### config.mk
export PLATFORM = sky130hd
export DESIGN_NAME = text_terminal_cursor_engine_flat
export DESIGN_NICKNAME = d
export VERILOG_FILES = /design/src/tcur_pkg.sv /design/src/tcur_ifs.sv /design/src/tcur_front.sv /design/src/tcur_queue.sv /design/src/tcur_back.sv /design/src/text_terminal_cursor_engine.sv /design/src/flat_wrapper.sv
export SDC_FILE = /design/constraint.sdc
export NUM_CORES = 1
export LEC_CHECK = 0
export BUFFER_PORTS_ARGS = -buffer_cell sky130_fd_sc_hd__buf_2
export CAP_MARGIN = 20
export CORE_MARGIN = 4
export CORE_UTILIZATION = 50
export DETAILED_ROUTE_END_ITERATION = 8
export PLACE_DENSITY = 0.68
export RECOVER_POWER = 25
export SETUP_SLACK_MARGIN = 0.5
export SLEW_MARGIN = 5
export SYNTH_ARGS = -nofsm -noshare
export SYNTH_HDL_FRONTEND = slang
export SYNTH_SLANG_ARGS = --single-unit
export TNS_END_PERCENT = 50
### constraint.sdc
create_clock -name clock -period 5.2 [get_ports clock]
set_input_delay 1.04 -clock clock [delete_from_list [all_inputs] [get_ports clock]]
set_output_delay 1.04 -clock clock [all_outputs]
set_load 0.01 [all_outputs]
### src/tcur_pkg.sv
// Shared types and constants of the text terminal cursor engine.
// Used by the channel interfaces and by every module of the block; depends on nothing.
package tcur_pkg;

   // Screen limits and tab spacing.
   localparam int MAX_COLUMNS = 80;
   localparam int MAX_ROWS    = 40;
   localparam int TAB_STOP    = 4;

   // Field widths.
   localparam int CHAR_W  = 8;
   localparam int COL_W   = 7;
   localparam int ROW_W   = 6;
   localparam int INDEX_W = 2;
   localparam int DATA_W  = 7;

   // Depth of the queue between the classifier and the executor.
   localparam int QUEUE_DEPTH = 2;
   localparam int QPTR_W      = (QUEUE_DEPTH > 1) ? $clog2(QUEUE_DEPTH) : 1;
   localparam int QCNT_W      = $clog2(QUEUE_DEPTH + 1);

   // Character codes with a meaning of their own.
   localparam logic [CHAR_W-1:0] CH_BS    = 8'h08;
   localparam logic [CHAR_W-1:0] CH_TAB   = 8'h09;
   localparam logic [CHAR_W-1:0] CH_LF    = 8'h0A;
   localparam logic [CHAR_W-1:0] CH_CR    = 8'h0D;
   localparam logic [CHAR_W-1:0] CH_SPACE = 8'h20;
   localparam logic [CHAR_W-1:0] CH_DEL   = 8'h7F;

   // Configuration register indexes.
   typedef enum logic [INDEX_W-1:0] {
      CSR_COLUMNS = 2'd0,
      CSR_ROWS    = 2'd1
   } csr_index_type;

   // Kinds of operation the classifier hands to the executor.
   typedef enum logic [2:0] {
      OP_CR,
      OP_LF,
      OP_ERASE,
      OP_TAB,
      OP_PUT
   } op_type;

   typedef enum logic {
      EV_CELL   = 1'b0,
      EV_SCROLL = 1'b1
   } event_kind_type;

   typedef enum logic [1:0] {
      BK_IDLE,
      BK_RUN,
      BK_SCROLL
   } back_state_type;

   typedef struct packed {
      op_type              op;
      logic [CHAR_W-1:0]   char_code;
   } queue_entry_type;

   typedef struct packed {
      event_kind_type      event_kind;
      logic [COL_W-1:0]    cell_column;
      logic [ROW_W-1:0]    cell_row;
      logic [CHAR_W-1:0]   cell_char;
      logic [ROW_W-1:0]    top_row;
      logic                last;
   } rsp_type;

endpackage

### src/tcur_ifs.sv
// Channel interfaces of the text terminal cursor engine: input, result and configuration.
// Depends on tcur_pkg for the field widths.
interface tcur_req_if;
   logic                          valid;
   logic                          ready;
   logic [tcur_pkg::CHAR_W-1:0]   char_code;

   modport source (output valid, output char_code, input ready);
   modport sink   (input valid, input char_code, output ready);
endinterface

interface tcur_rsp_if;
   logic                          valid;
   logic                          ready;
   logic                          event_kind;
   logic [tcur_pkg::COL_W-1:0]    cell_column;
   logic [tcur_pkg::ROW_W-1:0]    cell_row;
   logic [tcur_pkg::CHAR_W-1:0]   cell_char;
   logic [tcur_pkg::ROW_W-1:0]    top_row;
   logic                          last;

   modport source (output valid, output event_kind, output cell_column, output cell_row,
                   output cell_char, output top_row, output last, input ready);
   modport sink   (input valid, input event_kind, input cell_column, input cell_row,
                   input cell_char, input top_row, input last, output ready);
endinterface

interface tcur_csr_if;
   logic                          valid;
   logic                          ready;
   logic [tcur_pkg::INDEX_W-1:0]  index;
   logic [tcur_pkg::DATA_W-1:0]   data;

   modport source (output valid, output index, output data, input ready);
   modport sink   (input valid, input index, input data, output ready);
endinterface

### src/tcur_front.sv
// Front end: accepts character items and classifies them into executor operations.
// Depends on tcur_pkg and tcur_req_if.
module tcur_front (
   input  logic                      clock,
   input  logic                      reset,
   tcur_req_if.sink                  req_if,
   output logic                      push,
   output tcur_pkg::queue_entry_type push_entry,
   input  logic                      queue_full
);

   logic                      hold_valid_ff, hold_valid_in;
   tcur_pkg::queue_entry_type entry_ff, entry_in;
   logic                      accept;
   tcur_pkg::op_type          op_class;

   always_comb begin
      case (req_if.char_code)
         tcur_pkg::CH_CR:  op_class = tcur_pkg::OP_CR;
         tcur_pkg::CH_LF:  op_class = tcur_pkg::OP_LF;
         tcur_pkg::CH_BS:  op_class = tcur_pkg::OP_ERASE;
         tcur_pkg::CH_DEL: op_class = tcur_pkg::OP_ERASE;
         tcur_pkg::CH_TAB: op_class = tcur_pkg::OP_TAB;
         default:          op_class = tcur_pkg::OP_PUT;
      endcase
   end

   assign push         = hold_valid_ff && !queue_full;
   assign req_if.ready = !hold_valid_ff || push;
   assign accept       = req_if.valid && req_if.ready;
   assign push_entry   = entry_ff;

   always_comb begin
      hold_valid_in = hold_valid_ff;
      entry_in      = entry_ff;
      if (accept) begin
         hold_valid_in      = 1'b1;
         entry_in.op        = op_class;
         entry_in.char_code = req_if.char_code;
      end else if (push) begin
         hold_valid_in = 1'b0;
      end
   end

   always_ff @(posedge clock) begin
      if (reset) begin
         hold_valid_ff <= 1'b0;
      end else begin
         hold_valid_ff <= hold_valid_in;
      end
   end

   always_ff @(posedge clock) begin
      entry_ff <= entry_in;
   end

endmodule

### src/tcur_queue.sv
// Short first-in first-out queue of classified operations between front and back ends.
// Depends on tcur_pkg.
module tcur_queue (
   input  logic                      clock,
   input  logic                      reset,
   input  logic                      push,
   input  tcur_pkg::queue_entry_type push_entry,
   output logic                      full,
   input  logic                      pop,
   output tcur_pkg::queue_entry_type head,
   output logic                      empty
);

   localparam logic [tcur_pkg::QPTR_W-1:0] LAST_PTR = tcur_pkg::QPTR_W'(tcur_pkg::QUEUE_DEPTH - 1);
   localparam logic [tcur_pkg::QCNT_W-1:0] FULL_CNT = tcur_pkg::QCNT_W'(tcur_pkg::QUEUE_DEPTH);

   tcur_pkg::queue_entry_type         slot_ff [tcur_pkg::QUEUE_DEPTH];
   logic [tcur_pkg::QPTR_W-1:0]       wr_ptr_ff, wr_ptr_in;
   logic [tcur_pkg::QPTR_W-1:0]       rd_ptr_ff, rd_ptr_in;
   logic [tcur_pkg::QCNT_W-1:0]       count_ff, count_in;
   logic                              do_push, do_pop;

   assign full    = (count_ff == FULL_CNT);
   assign empty   = (count_ff == '0);
   assign head    = slot_ff[rd_ptr_ff];
   assign do_push = push && !full;
   assign do_pop  = pop && !empty;

   always_comb begin
      wr_ptr_in = wr_ptr_ff;
      rd_ptr_in = rd_ptr_ff;
      count_in  = count_ff;
      if (do_push) begin
         wr_ptr_in = (wr_ptr_ff == LAST_PTR) ? '0 : wr_ptr_ff + 1'b1;
      end
      if (do_pop) begin
         rd_ptr_in = (rd_ptr_ff == LAST_PTR) ? '0 : rd_ptr_ff + 1'b1;
      end
      if (do_push && !do_pop) begin
         count_in = count_ff + 1'b1;
      end else if (do_pop && !do_push) begin
         count_in = count_ff - 1'b1;
      end
   end

   always_ff @(posedge clock) begin
      if (reset) begin
         wr_ptr_ff <= '0;
         rd_ptr_ff <= '0;
         count_ff  <= '0;
      end else begin
         wr_ptr_ff <= wr_ptr_in;
         rd_ptr_ff <= rd_ptr_in;
         count_ff  <= count_in;
      end
   end

   always_ff @(posedge clock) begin
      if (do_push) begin
         slot_ff[wr_ptr_ff] <= push_entry;
      end
   end

endmodule

### src/tcur_back.sv
// Back end: executes classified operations on the cursor and top-row state and
// produces result items, one per cycle within an operation while the result channel is ready, and
// also owns the configuration registers. Depends on tcur_pkg, tcur_rsp_if and tcur_csr_if.
module tcur_back (
   input  logic                      clock,
   input  logic                      reset,
   input  logic                      queue_empty,
   input  tcur_pkg::queue_entry_type queue_head,
   output logic                      pop,
   tcur_csr_if.sink                  csr_if,
   tcur_rsp_if.source                rsp_if
);

   localparam logic [tcur_pkg::COL_W-1:0] COL_MAX = tcur_pkg::COL_W'(tcur_pkg::MAX_COLUMNS);
   localparam logic [tcur_pkg::ROW_W-1:0] ROW_MAX = tcur_pkg::ROW_W'(tcur_pkg::MAX_ROWS);
   localparam logic [tcur_pkg::COL_W-1:0] COL_TAB = tcur_pkg::COL_W'(tcur_pkg::TAB_STOP);

   tcur_pkg::back_state_type       state_ff, state_in;
   tcur_pkg::op_type               op_ff, op_in;
   logic [tcur_pkg::CHAR_W-1:0]    char_ff, char_in;
   logic [tcur_pkg::COL_W-1:0]     col_ff, col_in;
   logic [tcur_pkg::ROW_W-1:0]     row_ff, row_in;
   logic [tcur_pkg::ROW_W-1:0]     top_ff, top_in;
   logic [tcur_pkg::COL_W-1:0]     ncols_ff, ncols_in;
   logic [tcur_pkg::ROW_W-1:0]     nrows_ff, nrows_in;
   logic                           out_valid_ff, out_valid_in;
   tcur_pkg::rsp_type              out_ff, out_in;

   logic                           slot_free;
   logic                           emit;
   logic                           csr_write;
   logic [tcur_pkg::COL_W-1:0]     col_next;
   logic                           wrap;
   logic                           last_row;
   logic                           tab_done;
   logic                           put_done;
   logic [tcur_pkg::ROW_W-1:0]     top_next;
   logic [tcur_pkg::COL_W-1:0]     cfg_cols;
   logic [tcur_pkg::ROW_W-1:0]     cfg_rows;

   assign slot_free     = !out_valid_ff || rsp_if.ready;
   assign csr_if.ready  = 1'b1;
   assign csr_write     = csr_if.valid;
   assign pop           = (state_ff == tcur_pkg::BK_IDLE) && !queue_empty;

   assign col_next = col_ff + 1'b1;
   assign wrap     = (col_next >= ncols_ff);
   assign last_row = ((row_ff + 1'b1) >= nrows_ff);
   assign tab_done = ((col_next % COL_TAB) == '0);
   assign put_done = (op_ff == tcur_pkg::OP_PUT) || wrap || tab_done;
   assign top_next = ((top_ff + 1'b1) >= nrows_ff) ? '0 : top_ff + 1'b1;

   // Out-of-range register values act as the nearest limit; rows use the low six bits.
   always_comb begin
      cfg_cols = csr_if.data[tcur_pkg::COL_W-1:0];
      if (cfg_cols == '0) begin
         cfg_cols = tcur_pkg::COL_W'(1);
      end else if (cfg_cols > COL_MAX) begin
         cfg_cols = COL_MAX;
      end
      cfg_rows = csr_if.data[tcur_pkg::ROW_W-1:0];
      if (cfg_rows == '0) begin
         cfg_rows = tcur_pkg::ROW_W'(1);
      end else if (cfg_rows > ROW_MAX) begin
         cfg_rows = ROW_MAX;
      end
   end

   // Next state.
   always_comb begin
      state_in = state_ff;
      case (state_ff)
         tcur_pkg::BK_IDLE: begin
            if (!queue_empty) begin
               state_in = tcur_pkg::BK_RUN;
            end
         end
         tcur_pkg::BK_RUN: begin
            case (op_ff)
               tcur_pkg::OP_CR: state_in = tcur_pkg::BK_IDLE;
               tcur_pkg::OP_LF: begin
                  state_in = last_row ? tcur_pkg::BK_SCROLL : tcur_pkg::BK_IDLE;
               end
               tcur_pkg::OP_ERASE: begin
                  if (col_ff == '0 || slot_free) begin
                     state_in = tcur_pkg::BK_IDLE;
                  end
               end
               default: begin
                  if (slot_free) begin
                     if (wrap && last_row) begin
                        state_in = tcur_pkg::BK_SCROLL;
                     end else if (put_done) begin
                        state_in = tcur_pkg::BK_IDLE;
                     end
                  end
               end
            endcase
         end
         tcur_pkg::BK_SCROLL: begin
            if (slot_free) begin
               state_in = tcur_pkg::BK_IDLE;
            end
         end
         default: state_in = tcur_pkg::BK_IDLE;
      endcase
   end

   // Datapath and result generation.
   always_comb begin
      op_in    = op_ff;
      char_in  = char_ff;
      col_in   = col_ff;
      row_in   = row_ff;
      top_in   = top_ff;
      ncols_in = ncols_ff;
      nrows_in = nrows_ff;
      emit     = 1'b0;
      out_in   = out_ff;

      case (state_ff)
         tcur_pkg::BK_IDLE: begin
            if (!queue_empty) begin
               op_in   = queue_head.op;
               char_in = queue_head.char_code;
               if (col_ff >= ncols_ff) begin
                  col_in = ncols_ff - 1'b1;
               end
               if (row_ff >= nrows_ff) begin
                  row_in = nrows_ff - 1'b1;
               end
               if (top_ff >= nrows_ff) begin
                  top_in = '0;
               end
            end
         end
         tcur_pkg::BK_RUN: begin
            case (op_ff)
               tcur_pkg::OP_CR: col_in = '0;
               tcur_pkg::OP_LF: begin
                  col_in = '0;
                  if (!last_row) begin
                     row_in = row_ff + 1'b1;
                  end
               end
               tcur_pkg::OP_ERASE: begin
                  if (col_ff != '0 && slot_free) begin
                     emit               = 1'b1;
                     col_in             = col_ff - 1'b1;
                     out_in.event_kind  = tcur_pkg::EV_CELL;
                     out_in.cell_column = col_ff - 1'b1;
                     out_in.cell_row    = row_ff;
                     out_in.cell_char   = tcur_pkg::CH_SPACE;
                     out_in.top_row     = top_ff;
                     out_in.last        = 1'b1;
                  end
               end
               default: begin
                  if (slot_free) begin
                     emit               = 1'b1;
                     out_in.event_kind  = tcur_pkg::EV_CELL;
                     out_in.cell_column = col_ff;
                     out_in.cell_row    = row_ff;
                     out_in.cell_char   = (op_ff == tcur_pkg::OP_TAB) ? tcur_pkg::CH_SPACE
                                                                       : char_ff;
                     out_in.top_row     = top_ff;
                     out_in.last        = put_done && !(wrap && last_row);
                     if (wrap) begin
                        col_in = '0;
                        if (!last_row) begin
                           row_in = row_ff + 1'b1;
                        end
                     end else begin
                        col_in = col_next;
                     end
                  end
               end
            endcase
         end
         tcur_pkg::BK_SCROLL: begin
            if (slot_free) begin
               emit               = 1'b1;
               top_in             = top_next;
               row_in             = nrows_ff - 1'b1;
               out_in.event_kind  = tcur_pkg::EV_SCROLL;
               out_in.cell_column = '0;
               out_in.cell_row    = '0;
               out_in.cell_char   = tcur_pkg::CH_SPACE;
               out_in.top_row     = top_next;
               out_in.last        = 1'b1;
            end
         end
         default: begin
         end
      endcase

      // Column or row writes home the cursor; the user writes only while idle, not enforced.
      if (csr_write) begin
         case (csr_if.index)
            tcur_pkg::CSR_COLUMNS: begin
               ncols_in = cfg_cols;
               col_in   = '0;
               row_in   = '0;
               top_in   = '0;
            end
            tcur_pkg::CSR_ROWS: begin
               nrows_in = cfg_rows;
               col_in   = '0;
               row_in   = '0;
               top_in   = '0;
            end
            default: begin
            end
         endcase
      end

      if (emit) begin
         out_valid_in = 1'b1;
      end else if (rsp_if.ready) begin
         out_valid_in = 1'b0;
      end else begin
         out_valid_in = out_valid_ff;
      end
   end

   always_ff @(posedge clock) begin
      if (reset) begin
         state_ff     <= tcur_pkg::BK_IDLE;
         col_ff       <= '0;
         row_ff       <= '0;
         top_ff       <= '0;
         ncols_ff     <= COL_MAX;
         nrows_ff     <= ROW_MAX;
         out_valid_ff <= 1'b0;
      end else begin
         state_ff     <= state_in;
         col_ff       <= col_in;
         row_ff       <= row_in;
         top_ff       <= top_in;
         ncols_ff     <= ncols_in;
         nrows_ff     <= nrows_in;
         out_valid_ff <= out_valid_in;
      end
   end

   always_ff @(posedge clock) begin
      op_ff   <= op_in;
      char_ff <= char_in;
      out_ff  <= out_in;
   end

   assign rsp_if.valid       = out_valid_ff;
   assign rsp_if.event_kind  = out_ff.event_kind;
   assign rsp_if.cell_column = out_ff.cell_column;
   assign rsp_if.cell_row    = out_ff.cell_row;
   assign rsp_if.cell_char   = out_ff.cell_char;
   assign rsp_if.top_row     = out_ff.top_row;
   assign rsp_if.last        = out_ff.last;

endmodule

### src/text_terminal_cursor_engine.sv
// Top level of the text terminal cursor engine: front end, operation queue and back end.
// Depends on tcur_pkg, the channel interfaces, tcur_front, tcur_queue and tcur_back.
//
//   channel   role     carries
//   req_if    sink     char_code, one character or control byte per item
//   rsp_if    source   event_kind, cell_column, cell_row, cell_char, top_row, last
//   csr_if    sink     index (0 columns, 1 rows) and data; always ready
//
// The back end first fetches an operation from the queue and then gives one result
// item per cycle while the result channel is ready: an erase gives one item (none at
// the left edge), a printable byte one, or two when it wraps off the bottom row and
// scrolls, a carriage return none, a line feed none or a scroll, a tab up to five.
// The front end classifies the next byte while the back end works, and the output
// register takes a new result in the same cycle as the previous one is taken, so results
// of one operation leave back to back while the result channel is ready.
// A stalled result channel holds the back end; the front end then fills the queue and
// stops accepting. Reset is synchronous and leaves 80 columns, 40 rows, the cursor at
// the top left and the top row at 0.
//
// The character cells themselves are held by whatever consumes the result stream: every
// change to a cell and every scroll (whose new bottom row is all spaces) is reported as
// an item, and nothing here ever reads a cell back.
module text_terminal_cursor_engine (
   input  logic         clock,
   input  logic         reset,
   tcur_req_if.sink     req_if,
   tcur_rsp_if.source   rsp_if,
   tcur_csr_if.sink     csr_if
);

   logic                      push;
   tcur_pkg::queue_entry_type push_entry;
   logic                      queue_full;
   logic                      pop;
   tcur_pkg::queue_entry_type queue_head;
   logic                      queue_empty;

   // Classifies each accepted byte into carriage return, line feed, erase, tab or put.
   tcur_front u_front (
      .clock      (clock),
      .reset      (reset),
      .req_if     (req_if),
      .push       (push),
      .push_entry (push_entry),
      .queue_full (queue_full)
   );

   // Decouples the classifier from the executor so that each side stalls on its own.
   tcur_queue u_queue (
      .clock      (clock),
      .reset      (reset),
      .push       (push),
      .push_entry (push_entry),
      .full       (queue_full),
      .pop        (pop),
      .head       (queue_head),
      .empty      (queue_empty)
   );

   // Moves the cursor, wraps, scrolls and produces the result items.
   tcur_back u_back (
      .clock       (clock),
      .reset       (reset),
      .queue_empty (queue_empty),
      .queue_head  (queue_head),
      .pop         (pop),
      .csr_if      (csr_if),
      .rsp_if      (rsp_if)
   );

endmodule

### src/flat_wrapper.sv
// flat-port wrapper written by rule: the top's interface ports become plain ports
module text_terminal_cursor_engine_flat 
  (clock, reset, req_if_valid, req_if_char_code, req_if_ready, rsp_if_valid, rsp_if_event_kind, rsp_if_cell_column, rsp_if_cell_row, rsp_if_cell_char, rsp_if_top_row, rsp_if_last, rsp_if_ready, csr_if_valid, csr_if_index, csr_if_data, csr_if_ready);
  tcur_req_if req_if_i ();
  tcur_rsp_if rsp_if_i ();
  tcur_csr_if csr_if_i ();
  input  logic clock;
  input  logic reset;
  input wire logic [$bits(req_if_i.valid)-1:0] req_if_valid;
  input wire logic [$bits(req_if_i.char_code)-1:0] req_if_char_code;
  output wire logic [$bits(req_if_i.ready)-1:0] req_if_ready;
  output wire logic [$bits(rsp_if_i.valid)-1:0] rsp_if_valid;
  output wire logic [$bits(rsp_if_i.event_kind)-1:0] rsp_if_event_kind;
  output wire logic [$bits(rsp_if_i.cell_column)-1:0] rsp_if_cell_column;
  output wire logic [$bits(rsp_if_i.cell_row)-1:0] rsp_if_cell_row;
  output wire logic [$bits(rsp_if_i.cell_char)-1:0] rsp_if_cell_char;
  output wire logic [$bits(rsp_if_i.top_row)-1:0] rsp_if_top_row;
  output wire logic [$bits(rsp_if_i.last)-1:0] rsp_if_last;
  input wire logic [$bits(rsp_if_i.ready)-1:0] rsp_if_ready;
  input wire logic [$bits(csr_if_i.valid)-1:0] csr_if_valid;
  input wire logic [$bits(csr_if_i.index)-1:0] csr_if_index;
  input wire logic [$bits(csr_if_i.data)-1:0] csr_if_data;
  output wire logic [$bits(csr_if_i.ready)-1:0] csr_if_ready;
  assign req_if_i.valid = req_if_valid;
  assign req_if_i.char_code = req_if_char_code;
  assign req_if_ready = req_if_i.ready;
  assign rsp_if_valid = rsp_if_i.valid;
  assign rsp_if_event_kind = rsp_if_i.event_kind;
  assign rsp_if_cell_column = rsp_if_i.cell_column;
  assign rsp_if_cell_row = rsp_if_i.cell_row;
  assign rsp_if_cell_char = rsp_if_i.cell_char;
  assign rsp_if_top_row = rsp_if_i.top_row;
  assign rsp_if_last = rsp_if_i.last;
  assign rsp_if_i.ready = rsp_if_ready;
  assign csr_if_i.valid = csr_if_valid;
  assign csr_if_i.index = csr_if_index;
  assign csr_if_i.data = csr_if_data;
  assign csr_if_ready = csr_if_i.ready;
  text_terminal_cursor_engine u_core (.clock(clock), .reset(reset), .req_if(req_if_i), .rsp_if(rsp_if_i), .csr_if(csr_if_i));
endmodule
# After elaboration in Yosys (flattened, before gate mapping)
# Memory sizes are Yosys's and may differ from the RTL's. A register that Yosys moved wholly into a read port is not among the register bits.
# Cells that the tools add are included.
# word_totals
reg_bits,80
ramBits,22
in_bits,22
wordCells,164
n_memories,1
# memory_table
name,depth,word_bits,rd,rd_ports_with_merged_regs,write_ports,line_no,source
u_core.u_queue.slot_ff,2,11,1,1,1,tcur_queue.sv:17,tcur_pkg::queue_entry_type slot_ff [tcur_pkg::QUEUE_DEPTH];
# op_classes
n_addsub,10
magnitude_cmp,8
n_eq_ne,21
mux,60
n_bitwise,1
n_reduce_logical,44
# ops
op,count
case mux 29 bit (2 select lines),2
two-way mux 6 bit,16
two-way mux 29 bit,3
two-way mux 7 bit,9
"== test 8 x 4 -> 1 bit, second input constant",4
case mux 7 bit (2 select lines),2
greater-or-equal comparator 6 bit,4
case mux 6 bit (2 select lines),2
logical NOT 7 bit,3
two-way mux 2 bit,9
case mux 6 bit (3 select lines),1
greater-or-equal comparator 7 bit,2
"subtractor 7 x 1 -> 7 bit, second input constant",2
"adder 6 x 1 -> 6 bit, second input constant",2
case mux 2 bit (3 select lines),2
case mux 3 bit (4 select lines),1
logical AND 1 bit,10
two-way mux 1 bit,10
AND reduction 5 bit,2
"inequality test 3 bit, second input constant",3
"== test 8 x 7 -> 1 bit, second input constant",1
two-way mux 8 bit,1
nonzero test 2 bit,4
OR reduction 2 bit,4
24 further kinds,45

# Logic depth before layout (Yosys ltp)
# Gate-level depths: netlist (run 1).
# depth
ltp_word,9
ltp_mapped,11
ltp_nobuf,11

# Hierarchy
# Synthesis (run 1) repeated with hierarchy kept, for this count alone.
# unflattened
hier_cells,632
hier_area_um2,6446.2
# by_module_without_submodules
module,n_inst,cells_each,area_each_um2
tcur_back,1,544,4983.5
tcur_queue,1,59,1007.2
tcur_front,1,29,455.4

# Least setup slack after synthesis (run 1)
# No wires, ideal clock.
# synth_timing
path_kind,input port to flip-flop
start,in rsp_if_ready
end,"reg u_core.u_back.out_ff, in the netlist u_core.u_back.rsp_if.cell_char[0] (enable)"
setup_time_ns,0.460
arrival_ns,3.622
path_slack_ns,1.119
path_stages,4
path_cell_list,nor2b_1 > clkbuf_1 > buf_2 > a211oi_1
# synth_between
elab_chain_len,4
elab_cells_between_ends,6
classes_between,3 x eq/ne; 3 x reduce/logical
# synth_lines
element,line_no,source
"start, declared",flat_wrapper.sv:19,input wire logic [$bits(rsp_if_i.ready)-1:0] rsp_if_ready;
logical OR 1 bit (*),tcur_back.sv:41,assign slot_free = !out_valid_ff || rsp_if.ready;
logical AND 1 bit,tcur_back.sv:147,if (col_ff != '0 && slot_free) begin
inequality test 3 bit (no line),-,
AND reduction 5 bit (no line) (*),-,
"end signal, assigned",tcur_back.sv:249,out_ff <= out_in;
"end, declared",tcur_back.sv:27,"tcur_pkg::rsp_type out_ff, out_in;"
# Every way passes the cells marked *; elsewhere a longest branch is shown, timed or not.
# A chain may end at the register's enable or synchronous reset.

# Worst setup path in the final report (run 1)
# layout_timing
start,reg u_core.u_back.row_ff[2] (netlist name)
end,reg u_core.u_back.row_ff[1] (netlist name)
# layout_between
elab_chain_len,9
elab_cells_between_ends,12
classes_between,1 x add/sub; 2 x order compare; 9 x mux
# layout_lines
element,line_no,source
"start, declared",tcur_back.sv:22,"logic [tcur_pkg::ROW_W-1:0] row_ff, row_in;"
"start signal, assigned",tcur_back.sv:238,row_ff <= row_in;
adder 6 x 1 -> 6 bit,tcur_back.sv:48,assign last_row = ((row_ff + 1'b1) >= nrows_ff);
greater-or-equal comparator 6 bit,tcur_back.sv:48,
two-way mux 6 bit,"tcur_back.sv:142, tcur_back.sv:170",
two-way mux 6 bit,tcur_back.sv:168,if (wrap) begin
two-way mux 6 bit,tcur_back.sv:159,if (slot_free) begin
case mux 6 bit (2 select lines),tcur_back.sv:138,case (op_ff)
case mux 6 bit (3 select lines) (*),tcur_back.sv:121,case (state_ff)
two-way mux 6 bit,tcur_back.sv:199,case (csr_if.index)
two-way mux 6 bit (*),tcur_back.sv:198,if (csr_write) begin
# Marked as above.

==> metrics.txt, run 1 <==
antenna violations before repair 0; clk slew on worst S/H paths 0.05 ns; largest net degree at the start of global routing 23; synthesized net count 730; P_leak 3.02 nW; Main synth FF type edfxtp_1; diode count 0; post-synth top area share 32.8%; Worst setup SP type flop; endpoints failing setup 0; critical-path cell list nand3_1 > or2_1 > xnor2_1 > ha_1 > nand3_1 > o21ai_1 > mux2i_1 > a211o_1 > o32ai_1; DR vias 5,223; Post-synth EDFFs 73; placed insts 852; Mean Syn Cell Area 10.2 sq um; worst endpoint data arrival time 3.56 ns; IO buf count 52; Die Area 15,300 sq um; clock skew 0.00860 ns; Simple-Gate Fraction of Synth Area 16.1%; P_sw 1.14 mW; synthesized instance count 658; clk buf depth 2; Int Power 2.28 mW; sequential area share after synthesis 44.8%; post-synthesis cell type count 77; CTS sink cnt 113; mux cell area share after synthesis 3.24%; Resized cells post-CTS 0; share of layout cells above drive strength 1 14.7%; synth warn 0; Levels on crit path 9; Max VDD drop 330 uV; status finished, final reports clean; Routability Congestion 0.938; Skew-Pair Late Insertion Delay 0.41 ns; Iter 0 DRT Violations 447; most used cell, CP nand3_1; Setup WS post-layout 1.96 ns; WL/cell 18.3 microns; asr flop ratio synth 0%; synth top area cells edfxtp_1 33%, dfxtp_1 12%, ha_1 9.4%; adder-cell share of the synthesized area 9.37%; total grt overflow 0; Top Ports 54; DRT antenna net count 0; fin. max-slew vios 0; Crit Path Category flop to flop; CTS tree done; Net Sw Frac 33.2%; Max Cap Viol 0; required time worst endpoint 5.52 ns; Post-Route WL 16,200 microns; clock network power share 32.5%; drt first pass iters 5; worst path bufs/invs 0; Worst R2R Setup Slack 1.96 ns; Final #Nets 771; hold depth 0; vias in the first global route 5,065; Reg power frac 38.3%; first-pass GRT wire length 25,800 microns; CP max stage delay 0.70 ns; FMAX 309 MHz; H-tree levels 4; Layout Cells excl Fill 884; Slew headroom 26.3%; largest family of logic cells by synthesized area compound AO/OA/AOI/OAI gates; cell area after synthesis 6680 sq um; final hold vios 0; clk root buf clkbuf_16; worst slack at placement 2.02 ns; Starting Density 52.1%; RSZ-0062 raised after global routing false; cts bufs inserted 17; CP Capture Type flop; setup repair bufs after CTS 0; Yosys reg bits 113; fill count 1,109; Area Growth Syn to Fin 13.5%; combinational fraction of design power 29.2%; most instantiated library cell after synthesis edfxtp_1; dpl hpwl 11,700 microns; core area 12,800 sq um; worst slew pin tran 1.11 ns; fin crit period 3.24 ns; Cell Rows 41; TNS Setup 0 ns; # DRC 0; Final period util 62.2%; vias per cell 5.91; Die W 124 microns; Die Y 124 microns; Commonest cells post-synth 73 x edfxtp_1, 57 x nor2_1, 50 x ha_1; CTS hold repair buffers 0; worst r2r path cells 9; HP Class flop to flop; Crit-path slowest cell o21ai_1; cell taking the most area after synthesis edfxtp_1; Max FO, Critical Path 13; xor and xnor area share after synthesis 4.20%; pwr/cell area 451 nW/um^2; GRT Util Overall 22.0%; family with the most delay on the worst path compound AO/OA/AOI/OAI gates; compound-cell area share of the yosys netlist 17.7%
-- per-layer routing --
metal / track usage (%) / vias up / routed length [microns]
met5: 0 / - / 0
met4: 8.37 / 0 / 405
met3: 4.63 / 30 / 857
met2: 34.4 / 175 / 7450
met1: 30.1 / 2496 / 7470
li1: - / 2522 / -
-- power groups by stage --
stage | logic (mW) | clock network (mW) | registers (mW)
after floorplan | 0.700 | 0 | 1.31
after global routing | 1.10 | 1.17 | 1.33
after global placement | 0.978 | 0 | 1.32
final | 0.999 | 1.11 | 1.31
after detailed placement | 0.989 | 0 | 1.32
after CTS | 0.995 | 1.12 | 1.31
-- area by class of cell --
cell class              count  area, sq um  area share [%]
multi-input cells         476         3400            44.9
flip-flops and latches    113         2990            39.5
clock buffers              22          454            5.99
repair buffers             55          269            3.55
well taps                 172          215            2.84
inverters                  36          135            1.78
clock inverters            10          113            1.49
-- registers in the layout, indices dropped and copies added, names as in the netlist --
| name | flops |
|---|---|
| u_core.u_back.op_ff | 3 |
| u_core.u_back.char_ff | 8 |
| u_core.u_front.push_entry | 11 |
| u_core.u_back.rsp_if.valid | 1 |
| u_core.u_queue.rd_ptr_ff | 1 |
| u_core.u_queue.wr_ptr_ff | 1 |
| u_core.u_back.nrows_ff | 6 |
| u_core.u_back.row_ff | 6 |
| u_core.u_front.hold_valid_ff | 1 |
| u_core.u_queue.count_ff | 2 |
| u_core.u_back.col_ff | 7 |
| u_core.u_back.rsp_if.top_row | 6 |
| u_core.u_queue.slot_ff | 22 |
| u_core.u_back.top_ff | 6 |
| u_core.u_back.ncols_ff | 7 |
| u_core.u_back.rsp_if.cell_column | 7 |
| u_core.u_back.rsp_if.event_kind | 1 |
| u_core.u_back.rsp_if.last | 1 |
| u_core.u_back.rsp_if.cell_char | 8 |
| u_core.u_back.rsp_if.cell_row | 6 |
| u_core.u_back.state_ff | 2 |
-- metrics by stage --
stage	area (sq um)	utilization [%]	hold slack, ns	power [mW]
floorplan	6680	-	0.421	2.01
global placement	7030	54.8	0.431	2.30
detailed placement	7030	54.8	0.437	2.31
CTS	7590	59.2	0.451	3.42
global route	7580	59.1	0.463	3.59
finish	7580	59.1	0.449	3.42
-- worst paths after layout --
path | from | end
worst max-delay path | u_core.u_back.row_ff[2]$_SDFF_PP0_ | u_core.u_back.row_ff[1]$_SDFF_PP0_
worst min-delay path | u_core.u_front.push_entry[10]$_DFFE_PP_ | u_core.u_queue.slot_ff[0][10]$_DFFE_PP_
worst max register to register | u_core.u_back.row_ff[2]$_SDFF_PP0_ | u_core.u_back.row_ff[1]$_SDFF_PP0_
worst min register to register | u_core.u_front.push_entry[10]$_DFFE_PP_ | u_core.u_queue.slot_ff[0][10]$_DFFE_PP_
-- cell usage in the layout, fill, tap and decap left out, drive strengths merged, types with 4 or more instances in the layout --
cell / instances
edfxtp: 73
nor2: 59
ha: 50
buf: 46
a21oi: 41
dfxtp: 40
inv: 36
clkbuf: 31
nand2: 30
nand3: 26
o21ai: 25
xnor2: 20
nor3: 18
a21o: 14
mux2: 13
a211oi: 13
xor2: 12
and2: 11
nand2b: 10
nor2b: 10
a22oi: 8
mux2i: 7
and3: 6
o211ai: 6
o2bb2ai: 6
a31oi: 6
o32ai: 6
nor3b: 6
clkinv: 6
or2: 6
o22ai: 5
nand4: 4
or4: 4
nor4: 4
a211o: 4
a22o: 4
-- cell families after synthesis --
logic type / after synthesis
buf+inv: 69
mux: 20
simple gates: 205
flops: 113
fa+ha+maj: 50
compound gates: 168
other cells: 1
xor+xnor: 32
(Power assumes the default switching activity.)
==> run 2, diff against run 1 <==
Settings changed: PLACE_DENSITY 0.68 to 0.71.
Clock period 5.2 ns to 2.9 ns, I/O delays scaled along.
==> metrics.txt, run 2 (synthesis gave the netlist of run 1 again) <==
CTS tree done; DR vias 5,496; TNS Setup 0 ns; vias in the first global route 5,330; clk root buf clkbuf_16; Reg power frac 36.8%; Net Sw Frac 33.6%; highest-count cells in the layout ignoring fill and taps 73 x edfxtp_1, 55 x nor2_1, 47 x ha_1; Worst setup SP type flop; Iter 0 DRT Violations 453; clk slew on worst S/H paths 0.06 ns; final hold vios 0; clock skew 0.00678 ns; Final Cell Area 8090 sq um; DRT antenna net count 0; WL/cell 18.7 microns; Max VDD drop 409 uV; drt first pass iters 5; Int Power 4.19 mW; Die Y 124 microns; largest net degree at the start of global routing 30; clock network power share 31.0%; share of layout cells above drive strength 1 24.5%; diode count 0; Design Power 6.30 mW; Crit Path Category flop to flop; Die Area 15,300 sq um; Max FO, Critical Path 6; FMAX 375 MHz; Layout Cells excl Fill 920; P_leak 3.25 nW; CTS hold repair buffers 0; cts bufs inserted 17; Routability Congestion 0.945; worst slew pin tran 1.03 ns; RSZ-0062 raised after global routing true; GRT Util Overall 23.0%; P_sw 2.12 mW; Starting Density 52.1%; combinational fraction of design power 32.1%; # DRC 0; worst r2r path cells 11; HP Class input pin to flop; H-tree levels 4; commonest non-fill, non-tap cell in the layout edfxtp_1; Cell Rows 41; Max Cap Viol 0; antenna violations before repair 0; required time worst endpoint 3.24 ns; status finished, final reports clean; first-pass GRT wire length 27,000 microns; Top reg by flops u_core.u_queue.slot_ff; hold depth 1; placement-stage cell area 7190 sq um; fin crit period 2.66 ns; Setup WS post-layout 0.235 ns; fin util 63.1%; CP Capture Type flop; total grt overflow 0; placed insts 870; clk buf depth 2; endpoints failing setup 0; vias per cell 5.97; worst slack at placement -0.00608 ns; worst endpoint data arrival time 3.00 ns; pwr/cell area 779 nW/um^2; Die W 124 microns; flip-flop count of the largest register after layout 22; Slew headroom 31.3%; hold_ws 0.393 ns; dpl hpwl 12,000 microns; core area 12,800 sq um; Post-Route WL 17,200 microns; Final period util 91.9%; CTS sink cnt 113; Top Ports 54; Final #Nets 807; fin. max-slew vios 0; IO buf count 52; Area Growth Syn to Fin 21.2%; Skew-Pair Late Insertion Delay 0.42 ns
-- run 2: cell count changes in the layout (fill, tap and decap cells not counted), moves of 4 or more --
cell / change
buf_4: +31
dfxtp_4: +6
o21ai_2: +5
dfxtp_1: -10
nand3_1: -4
o21ai_1: -4
buf_6: +5
dfxtp_2: +4
-- run 2: power by group through the flow --
stage	Sequential, mW	Clock [mW]	Combinational, mW
5_1_grt	2.35	2.06	2.20
3_5_place_dp	2.36	0	1.85
6_report	2.32	1.96	2.02
2_1_floorplan	2.35	0	1.29
3_3_place_gp	2.35	0	1.83
4_1_cts	2.32	1.98	1.95
-- run 2: cell type report --
class | instances | area [sq um]
Sequential cell | 113 | 3020
Timing Repair Buffer | 91 | 558
Tap cell | 172 | 215
Inverter | 36 | 135
Multi-Input combinational cell | 476 | 3610
Fill cell | 1033 | 4730
Clock inverter | 11 | 115
Clock buffer | 21 | 440
-- run 2: routing by layer --
layer  up-vias  global-route usage, %  wire [microns]
li1       2599                      -               -
met1      2582                   30.9            7450
met2       260                   35.1            7800
met3        55                   6.63            1510
met4         0                   9.34             477
met5         -                   1.04               0
-- run 2: worst max-delay path, cell delays in order (launching register included) --
cell,delay (ns)
dfxtp_4,0.37
buf_6,0.11
and3_4,0.21
nand3_4,0.08
xnor2_2,0.16
ha_1,0.32
o21a_1,0.24
a211o_1,0.34
o21bai_4,0.27
o31a_1,0.19
o21ai_2,0.06
a221oi_2,0.24
-- run 2: what timing repair did --
item,CTS,global route
endpoints found under the hold margin,0,0
pin swaps,13,23
setup buffers,14,4
setup endpoints to repair,23,28
resized for setup,27,29
-- run 2: worst paths after layout --
path / from / end / slack, ns
worst min register to register: u_core.u_front.push_entry[10]$_DFFE_PP_ / u_core.u_queue.slot_ff[1][10]$_DFFE_PP_ / 0.45
worst max register to register: u_core.u_back.col_ff[1]$_SDFF_PP0_ / u_core.u_back.row_ff[5]$_SDFF_PP0_ / 0.24
worst max-delay path: u_core.u_back.col_ff[1]$_SDFF_PP0_ / u_core.u_back.row_ff[5]$_SDFF_PP0_ / 0.24
worst min-delay path: req_if_char_code[6] / u_core.u_front.push_entry[6]$_DFFE_PP_ / 0.39
==> run 3, diff against run 2 <==
--- a/config.mk
+++ b/config.mk
@@ -10,4 +10,5 @@
 export CORE_MARGIN = 4
 export CORE_UTILIZATION = 50
+export CTS_CLUSTER_DIAMETER = 40
 export DETAILED_ROUTE_END_ITERATION = 8
 export PLACE_DENSITY = 0.71
==> constraint.sdc (replaced) <==
create_clock -name clock -period 2.9 [get_ports clock]
set_input_delay 0.29 -clock clock [delete_from_list [all_inputs] [get_ports clock]]
set_output_delay 0.29 -clock clock [all_outputs]
set_load 0.01 [all_outputs]
==> metrics.txt, run 3 (synthesis gave the netlist of run 1 again) <==
Post-Route WL 17,400 microns; FMAX 371 MHz; clk slew on worst S/H paths 0.05 ns; status finished, final reports clean; CTS hold repair buffers 0; GRT Util Overall 22.9%; RSZ-0062 raised after global routing true; CTS sink cnt 113; pwr/cell area 787 nW/um^2; Net Sw Frac 33.2%; H-tree levels 4; Max Cap Viol 0; clock skew 0.0111 ns; Reg power frac 36.1%; Cell Rows 41; Hold Path Sink u_core.u_front.push_entry[6]$_DFFE_PP_; uppermost layer routed met4; Worst setup SP type flop; fill count 1,027; Top reg by flops u_core.u_queue.slot_ff; dpl hpwl 12,000 microns; Starting Density 52.1%; share of layout cells above drive strength 1 24.4%; vias per cell 6.02; Iter 0 DRT Violations 554; Area Growth Syn to Fin 22.6%; core area 12,800 sq um; vias in the first global route 5,229; worst r2r path cells 13; largest net degree at the start of global routing 30; antenna violations before repair 0; P_leak 3.23 nW; clk root buf clkbuf_16; commonest non-fill, non-tap cell in the layout edfxtp_1; drt first pass iters 6; worst slew pin tran 1.04 ns; Max FO, Critical Path 6; DRT antenna net count 0; Die Area 15,300 sq um; # DRC 0; clk buf depth 2; endpoints failing setup 0; clock network power share 32.2%; combinational fraction of design power 31.7%; DR vias 5,546; Int Power 4.30 mW; Crit Path Category flop to flop; hold_sp req_if_char_code[6]; Final #Nets 809; Top Ports 54; met1 WL 7330 microns; Crit Reg-Reg Startpoint u_core.u_back.col_ff[0]$_SDFF_PP0_; IO buf count 52; Die Y 124 microns; first-pass GRT wire length 26,600 microns; Max VDD drop 432 uV; Design Power 6.45 mW; Die W 124 microns; final hold vios 0; hold depth 1; reg-to-reg endpoint u_core.u_back.row_ff[4]$_SDFF_PP0_; HP Class input pin to flop; Met2 Routed Length 7810 microns; P_sw 2.14 mW; Routability Congestion 0.932; fin crit period 2.70 ns; Slew headroom 30.6%; total grt overflow 0; flip-flop count of the largest register after layout 22; required time worst endpoint 3.19 ns; highest-count cells in the layout ignoring fill and taps 73 x edfxtp_1, 57 x nor2_1, 44 x ha_1; CP Capture Type flop; WL/cell 18.8 microns; CTS tree done; TNS Setup 0 ns; CP Launch Point u_core.u_back.col_ff[0]$_SDFF_PP0_; Final period util 93.0%; diode count 0; Met3 Wirelength 1600 microns; fin. max-slew vios 0; worst endpoint data arrival time 2.99 ns; Worst R2R Setup Slack 0.20 ns; cts bufs inserted 17; Skew-Pair Late Insertion Delay 0.42 ns
run 3: cell types whose count changed in the layout (fill, tap and decap cells not counted), sizes merged:
cell,previous run,this run
clkinv,7,6
clkbuf,30,42
buf,82,72
inv,36,37
bufinv,2,3
clkinvlp,2,1
run 3: final cells by class:
class                           count  area [sq um]  share of cell area (%)
Timing Repair Buffer               93           562                    6.86
Clock buffer                       21           450                    5.50
Inverter                           36           135                    1.65
Tap cell                          172           215                    2.63
Sequential cell                   113          3020                    36.9
Multi-Input combinational cell    476          3670                    44.8
Clock inverter                     11           139                    1.70
run 3: worst max-delay path by stage:
stage | to | slack, ns | depth (start not counted)
2_1_floorplan | u_core.u_back.row_ff[3]$_SDFF_PP0_ | 0.47 | 11
4_1_cts | u_core.u_back.row_ff[1]$_SDFF_PP0_ | 0.28 | 12
5_1_grt | u_core.u_back.row_ff[4]$_SDFF_PP0_ | 0.13 | 13
3_3_place_gp | u_core.u_back.row_ff[3]$_SDFF_PP0_ | 0.17 | 11
6_report | u_core.u_back.row_ff[4]$_SDFF_PP0_ | 0.20 | 13
3_5_place_dp | u_core.u_back.row_ff[3]$_SDFF_PP0_ | 0.005 | 11
run 3: per-stage QoR:
step           setup slack, ns  cell area [sq um]  hold WS (ns)  instances  util (%)
3_3_place_gp             0.168               7180         0.431        869      56.0
3_5_place_dp           0.00519               7180         0.437        869      56.0
2_1_floorplan            0.465               6720         0.389        658         -
5_1_grt                  0.129               8190         0.109        922      63.9
4_1_cts                  0.280               7970        0.0483        913      62.1
6_report                 0.203               8190         0.104        922      63.9
run 3: critical path: stages, from the launching register on:
cell      delay [ns]
dfxtp_4         0.37
ha_4            0.15
and3_4          0.19
nand3_2         0.09
xnor2_2         0.17
ha_1            0.31
nand4_1         0.16
a211oi_4        0.26
buf_6           0.16
o21bai_4        0.11
buf_4           0.16
nor3_4          0.14
mux2i_1         0.20
o22ai_1         0.08
run 3: timing repair:
action                                  4_1_cts  5_1_grt
setup buffers                                12        9
resized for setup                            26       40
pin swaps                                    23       18
endpoints found under the setup margin       25       28
run 3: power groups by stage:
stage	combinational [mW]	sequential (mW)	clock [mW]
after floorplan	1.29	2.35	0
after global placement	1.83	2.35	0
after detailed placement	1.85	2.36	0
after CTS	1.95	2.32	2.12
after global routing	2.22	2.36	2.18
final	2.04	2.33	2.08
run 3: layer usage:
metal / track usage (%) / vias up
met5: 0 / -
met4: 12.0 / 0
met3: 6.54 / 64
met2: 34.8 / 304
met1: 29.6 / 2582
li1: - / 2596
